$ cat config.mk
export PLATFORM = sky130hd
export DESIGN_NAME = mcoc_ram
export DESIGN_NICKNAME = d
export VERILOG_FILES = /design/src/rtl/mcoc_ram.sv
export SDC_FILE = /design/constraint.sdc
export NUM_CORES = 1
export LEC_CHECK = 0
export BUFFER_PORTS_ARGS = -buffer_cell sky130_fd_sc_hd__buf_4
export CORE_ASPECT_RATIO = 1.1
export CORE_UTILIZATION = 45
export DETAILED_ROUTE_END_ITERATION = 10
export PLACE_DENSITY = 0.68
export REMOVE_ABC_BUFFERS = 1
export SLEW_MARGIN = 20
export SYNTH_ARGS = -nofsm -noshare
export SYNTH_HDL_FRONTEND = slang
export SYNTH_SLANG_ARGS = --single-unit
$ cat constraint.sdc
create_clock -name clk -period 2.25 [get_ports clk]
set_input_delay 0.45 -clock clk [delete_from_list [all_inputs] [get_ports clk]]
set_output_delay 0.45 -clock clk [all_outputs]
set_load 0.03 [all_outputs]
$ cat src/rtl/mcoc_ram.sv
module mcoc_ram #(
  parameter int WIDTH = 8,
  parameter int DEPTH = 16,
  localparam int AW = $clog2(DEPTH)
) (
  input  logic             clk,
  input  logic             wr_en,
  input  logic [AW-1:0]    wr_addr,
  input  logic [WIDTH-1:0] wr_data,
  input  logic [AW-1:0]    rd_addr_a,
  output logic [WIDTH-1:0] rd_data_a,
  input  logic [AW-1:0]    rd_addr_b,
  output logic [WIDTH-1:0] rd_data_b
);

  logic [WIDTH-1:0] mem [DEPTH];

  always_ff @(posedge clk) begin
    if (wr_en) begin
      mem[wr_addr] <= wr_data;
    end
    rd_data_a <= mem[rd_addr_a];
    rd_data_b <= mem[rd_addr_b];
  end

endmodule

==> results.txt, run 1 <==
----------------------------------------------------
[Die]
  Core Footprint ... 13800 um2
  Total die area ... 14600 um2
  Effective utilization at floorplan ... 0.460
  Overall die width ... 115 um
  Standard-cell row count ... 45
  Number of top-level design ports ... 38
  Die height ... 127 um

[Clocking]
  Cts-stage hold buffer count ... 0
  Sinks on Clock Net ... 144
  H-tree depth ... 4
  Number of buffers added by the clock tree synthesis step ... 17
  Clock Path Buffers ... 2
  Clock transition at the registers of the reported paths ... around 60 ps
  Clock Root Buffer ... sky130_fd_sc_hd__clkbuf_16
  CTS tree ... yes
  Resized cells post-CTS ... 0
  Clock latency on the worst-skew pair ... 420 ps
  Total setup buffers inserted after CTS ... 0

[STA]
  Tcrit/Tclk final ... 0.713
  Measured slew at the worst slew-check pin ... 728 ps
  Max Clk Rate ... 0.623 GHz
  Largest clock skew in the final design ... 8.08 ps
  Number of failing setup endpoints in the final timing report ... 0
  Final total negative setup slack ... 0 ps
  Final hold violation count ... 0
  Least setup slack across all paths after layout ... 646 ps
  Fin. max-slew vios ... 0
  Unrepaired setup endpoints after global routing ... false
  Fin crit period ... 1600 ps
  Worst slew margin ... 0.513

[Hold path]
  Hold Path End ... mem[0][2]
  Worst min path class ... in2reg
  Startpoint of the tightest hold check path ... wr_data[2]
  Cell depth of the worst hold path ... 1

[Global routing]
  Number of global-route vias before repair ... 3520
  Number of antenna violations at the first check in global routing ... 0
  Pin count of the biggest net entering global routing ... 19
  First-pass GRT wire length ... 21300 um
  Total grt overflow ... 0
  Global router's overall resource usage ... 0.213

[Drt]
  Total via count in the routed design ... 3453
  Detail-routed via count per cell ... 5.99
  Residual DRC count ... 0
  Drt pass-1 iters ... 5
  Average wire per standard cell ... 24.8 um
  WL final ... 14300 um
  Post-detailed-route count of antenna-violating nets ... 0
  Initial detailed-routing violation count ... ~330

[Worst setup path]
  Crit path kind ... in2reg
  Endpoint required time on the critical path ... 2550 ps
  Slack of the worst reg-to-reg path ... 760 ps
  Source of the worst register-to-register timing path ... mem[3][7]
  Critical path launch point type ... input port
  Worst r2r dst ... rd_data_b[7]
  Element type at the critical path end ... flip-flop
  Worst path arrival time ... 1900 ps
  R2r worst-path depth ... 3
  Worst Path Max Fanout ... 14

[Pwr]
  Clock share of power ... 0.433
  LEAKAGE ... 2.63 nW
  Peak supply drop ... 0.000598 V
  Switching portion of total power ... 0.216
  Areal power density over the cells ... between 800 and 900 nW/um2
  Switching power of the nets ... around 1.4 mW
  Relative contribution of sequential cells to total power ... 0.479
  P_int ... 4.95 mW
  Proportion of power drawn by combinational gates ... 0.088

[Placed design]
  Placed cell areas ... around 7000 um2
  Estimated wirelength of the detail-placed design ... about 9600 um
  Number of buffers added on ports ... 37
  Worst-case setup slack after placement ... 228 ps
  Final RePlAce weighted congestion ... 0.830

[Layout]
  Final non-filler cell area ... 7530 um2
  Total inserted antenna cells ... 0
  Top library cells by usage in the layout, fill and taps aside ... sky130_fd_sc_hd__edfxtp_1, sky130_fd_sc_hd__buf_4, sky130_fd_sc_hd__mux4_2, sky130_fd_sc_hd__a22oi_1, sky130_fd_sc_hd__mux4_1
  Area growth from synthesis to layout ... 18.7%
  Number of filler cells placed in the layout ... 1066
  Most frequent standard cell in the layout excluding fill and tap cells ... sky130_fd_sc_hd__edfxtp_1
  Share of final-layout standard cells stronger than drive strength 1 ... 0.343
  Number of nets in the layout ... 398

[Flow run]
  Max-cap check violation count ... 0

[Yosys]
  Total number of yosys warnings ... 0
  Sequential area share after synthesis ... 0.656
  Top cell type's share of synthesized area ... 0.606
  Post-synthesis cell type with the largest combined area ... sky130_fd_sc_hd__edfxtp_1
  Synthesized netlist cell count ... 307
  Number of synthesized register bits ... 144
  Synth unique cells ... 20
  Average cell area after synthesis ... 20.7 um2
  Leading post-synthesis cells by cell area ... sky130_fd_sc_hd__edfxtp_1, sky130_fd_sc_hd__mux4_2, sky130_fd_sc_hd__mux4_1
  Netlist area before placement ... 6350 um2

[Outcome]
  Outcome ... finished clean

----------------------------------------------------
-- state kept, by name, summed over array words and instances, names as in the netlist --
name / flops
rd_data_a: 8
mem: 128
rd_data_b: 8
-- critical path: stages --
cell and delay (ps):
sky130_fd_sc_hd__buf_4 280, sky130_fd_sc_hd__buf_4 210, sky130_fd_sc_hd__mux4_1 570, sky130_fd_sc_hd__a22oi_1 280, sky130_fd_sc_hd__nand2_1 90
-- synthesized netlist by cell type, drive strengths merged --
cell	number
clkdlybuf4s25	6
nor2	14
or3b	1
nor2b	2
mux4	64
dfxtp	16
nand3	1
a22oi	32
nand2	17
and2b	2
nand3b	2
nor3	4
and2	2
nand2b	2
edfxtp	128
buf	14
-- cell type report --
| cell class | instances | area, um2 | area share |
|---|---|---|---|
| flip-flops and latches | 144 | 4160 | 0.553 |
| repair buffers | 70 | 551 | 0.0731 |
| clock buffers | 17 | 425 | 0.0565 |
| clock inverters | 14 | 149 | 0.0198 |
| multi-input cells | 143 | 2010 | 0.267 |
| well taps | 188 | 235 | 0.0312 |
-- worst max-delay path by stage --
| stage | to | startpoint | slack (ps) |
|---|---|---|---|
| after floorplan | mem[0][0] | wr_addr[2] | 310 |
| after global placement | rd_data_a[5] | rd_addr_a[0] | 260 |
| after detailed placement | rd_data_a[4] | rd_addr_a[0] | 230 |
| after CTS | rd_data_a[4] | rd_addr_a[0] | 660 |
| after global routing | rd_data_a[4] | rd_addr_a[0] | 580 |
| final | rd_data_a[4] | rd_addr_a[0] | 650 |
-- metrics by stage --
| step | power [mW] | cells | util | hold WS [ps] |
|---|---|---|---|---|
| after floorplan | 3.35 | 287 | - | 549 |
| after global placement | 3.62 | 545 | 0.504 | 668 |
| after detailed placement | 3.63 | 545 | 0.504 | 687 |
| after CTS | 6.35 | 576 | 0.546 | 322 |
| after global routing | 6.48 | 576 | 0.546 | 348 |
| final | 6.31 | 576 | 0.546 | 338 |
-- logic make-up after synthesis --
group / synth area share
buf+inv: 0.0272
compound gates: 0.0379
flops: 0.656
simple gates: 0.0343
mux: 0.244
-- power groups by stage --
stage | sequential, mW | clock (mW) | combinational [mW]
6_report | 3.02 | 2.74 | 0.553
5_1_grt | 3.03 | 2.87 | 0.584
4_1_cts | 3.02 | 2.78 | 0.554
3_5_place_dp | 3.08 | 0 | 0.554
3_3_place_gp | 3.07 | 0 | 0.547
2_1_floorplan | 3.14 | 0 | 0.210
-- layer usage --
metal / GRT usage / wire length [um]
met1: 0.295 / 5940
met2: 0.333 / 7110
met3: 0.0382 / 910
met4: 0.0947 / 310
met5: 0 / 0
Power figures use the tool's default switching activity.
==> run 2, diff against run 1 <==
clock period = 1.66 ns   (was 2.25 ns; I/O delays follow)
==> results.txt, run 2 (synthesis gave the netlist of run 1 again) <==
----------------------------------------------------
[Drt]
  Detail-routed via count per cell ... 5.92
  Total via count in the routed design ... around 3.4k
  WL final ... 15100 um
  Post-detailed-route count of antenna-violating nets ... 0
  Initial detailed-routing violation count ... 338
  Average wire per standard cell ... 25.9 um
  Drt pass-1 iters ... 4
  Residual DRC count ... 0

[Layout]
  Total inserted antenna cells ... 0
  Top Registers ... mem: 128 flops, rd_data_a: 8 flops, rd_data_b: 8 flops
  Top library cells by usage in the layout, fill and taps aside ... sky130_fd_sc_hd__edfxtp_1, sky130_fd_sc_hd__buf_4, sky130_fd_sc_hd__mux4_2, sky130_fd_sc_hd__a22oi_1, sky130_fd_sc_hd__mux4_1
  Most frequent standard cell in the layout excluding fill and tap cells ... sky130_fd_sc_hd__edfxtp_1
  Largest register FFs ... approximately 130
  Number of nets in the layout ... 403
  Largest reg by FF count ... mem
  Share of final-layout standard cells stronger than drive strength 1 ... 0.363
  Area growth from synthesis to layout ... 20.2%

[Global routing]
  Global router's overall resource usage ... 0.224
  First-pass GRT wire length ... 22100 um
  Number of global-route vias before repair ... ~3.8k
  Total grt overflow ... 0
  Number of antenna violations at the first check in global routing ... 0
  Pin count of the biggest net entering global routing ... 17

[STA]
  Number of failing setup endpoints in the final timing report ... 0
  Largest clock skew in the final design ... 5.92 ps
  Least setup slack across all paths after layout ... around 210 ps
  Max Clk Rate ... 0.689 GHz
  Unrepaired setup endpoints after global routing ... false
  Tcrit/Tclk final ... 0.874
  Final hold violation count ... 0
  Fin. max-slew vios ... 0
  Measured slew at the worst slew-check pin ... 987 ps
  Worst-case hold slack ... 218 ps
  Fin crit period ... between 1000 and 1500 ps
  Worst slew margin ... 0.340

[Worst setup path]
  Crit path kind ... reg2reg
  Source of the worst register-to-register timing path ... mem[0][7]
  R2r worst-path depth ... 3
  Worst Path Max Fanout ... 2
  Slack of the worst reg-to-reg path ... ~210 ps
  Worst path arrival time ... 1750 ps
  Element type at the critical path end ... flip-flop
  Endpoint required time on the critical path ... 1960 ps
  Worst r2r dst ... rd_data_b[7]
  Critical path launch point type ... flip-flop

[Clocking]
  Clock Root Buffer ... sky130_fd_sc_hd__clkbuf_16
  H-tree depth ... 4
  CTS tree ... yes
  Sinks on Clock Net ... 144
  Clock Path Buffers ... 2
  Clock latency on the worst-skew pair ... 420 ps
  Clock transition at the registers of the reported paths ... 60 ps
  Resized cells post-CTS ... 0
  Cts-stage hold buffer count ... 0
  Total setup buffers inserted after CTS ... 0
  Number of buffers added by the clock tree synthesis step ... 17

[Pwr]
  Areal power density over the cells ... between 1000 and 1500 nW/um2
  Peak supply drop ... between 0.0005 and 0.0006 V
  LEAKAGE ... 2.68 nW

[Die]
  Overall die width ... 115 um
  Total die area ... ~15000 um2
  Standard-cell row count ... 45
  Number of top-level design ports ... 38
  Die height ... 127 um
  Effective utilization at floorplan ... 0.460
  Core Footprint ... 13800 um2

[Placed design]
  Worst-case setup slack after placement ... -160 ps
  Final RePlAce weighted congestion ... 0.828
  Number of buffers added on ports ... 37
  Estimated wirelength of the detail-placed design ... 10000 um

[Hold path]
  Hold Path End ... mem[10][7]
  Cell depth of the worst hold path ... 1
  Startpoint of the tightest hold check path ... wr_data[7]
  Worst min path class ... in2reg

[Outcome]
  Outcome ... finished clean

[Flow run]
  Max-cap check violation count ... 0

----------------------------------------------------
==> run 2: cell count changes in the layout (fill, tap and decap cells not counted), sizes merged <==
cell / previous run / this run
clkinv: 7 / 8
buf: 70 / 75
==> run 2: routing by layer <==
metal,wire length [um],part of all wire,vias to the layer above,GRT usage
met2,7720,0.51,147,0.368
met1,5740,0.38,1773,0.280
met5,0,0,-,0
li1,-,-,1488,-
met4,522,0.035,0,0.121
met3,1130,0.075,37,0.0444
==> run 2: worst max-delay path, stage by stage, from the launching register on <==
cell and delay [ps]:
sky130_fd_sc_hd__edfxtp_1 410, sky130_fd_sc_hd__mux4_4 600, sky130_fd_sc_hd__a22oi_1 240, sky130_fd_sc_hd__nand2_1 80
==> run 2: worst max path at each step <==
| stage | from | depth (start not counted) | end |
|---|---|---|---|
| finish | mem[0][7] | 3 | rd_data_b[7] |
| global placement | rd_addr_a[0] | 5 | rd_data_a[5] |
| detailed placement | rd_addr_a[0] | 5 | rd_data_a[5] |
| floorplan | wr_addr[2] | 2 | mem[0][0] |
| CTS | mem[3][0] | 3 | rd_data_a[0] |
| global route | mem[3][0] | 3 | rd_data_a[0] |
==> run 2: where the power goes <==
group          total (mW)  internal (mW)  leakage (nW)  switching (mW)
Combinational       0.767          0.351          1.11           0.416
Sequential           4.10           4.06          1.29          0.0443
Clock                3.79           2.35         0.282            1.45
==> run 2: through the flow <==
stage	power, mW	cells	setup TNS (ps)	util	cell area (um2)
after floorplan	4.54	287	-1320	-	6170
after global placement	4.92	550	-1460	0.510	7030
after detailed placement	4.94	550	-1840	0.510	7030
after CTS	8.70	582	0	0.553	7630
after global routing	8.87	582	0	0.553	7630
final	8.66	582	0	0.553	7630
==> run 2: area by class of cell <==
class	count	area, um2
clock buffer	17	425
clock inverter	15	170
fill	1021	6160
multi-input combinational	143	2010
sequential	144	4160
tap	188	235
timing repair buffer	75	626
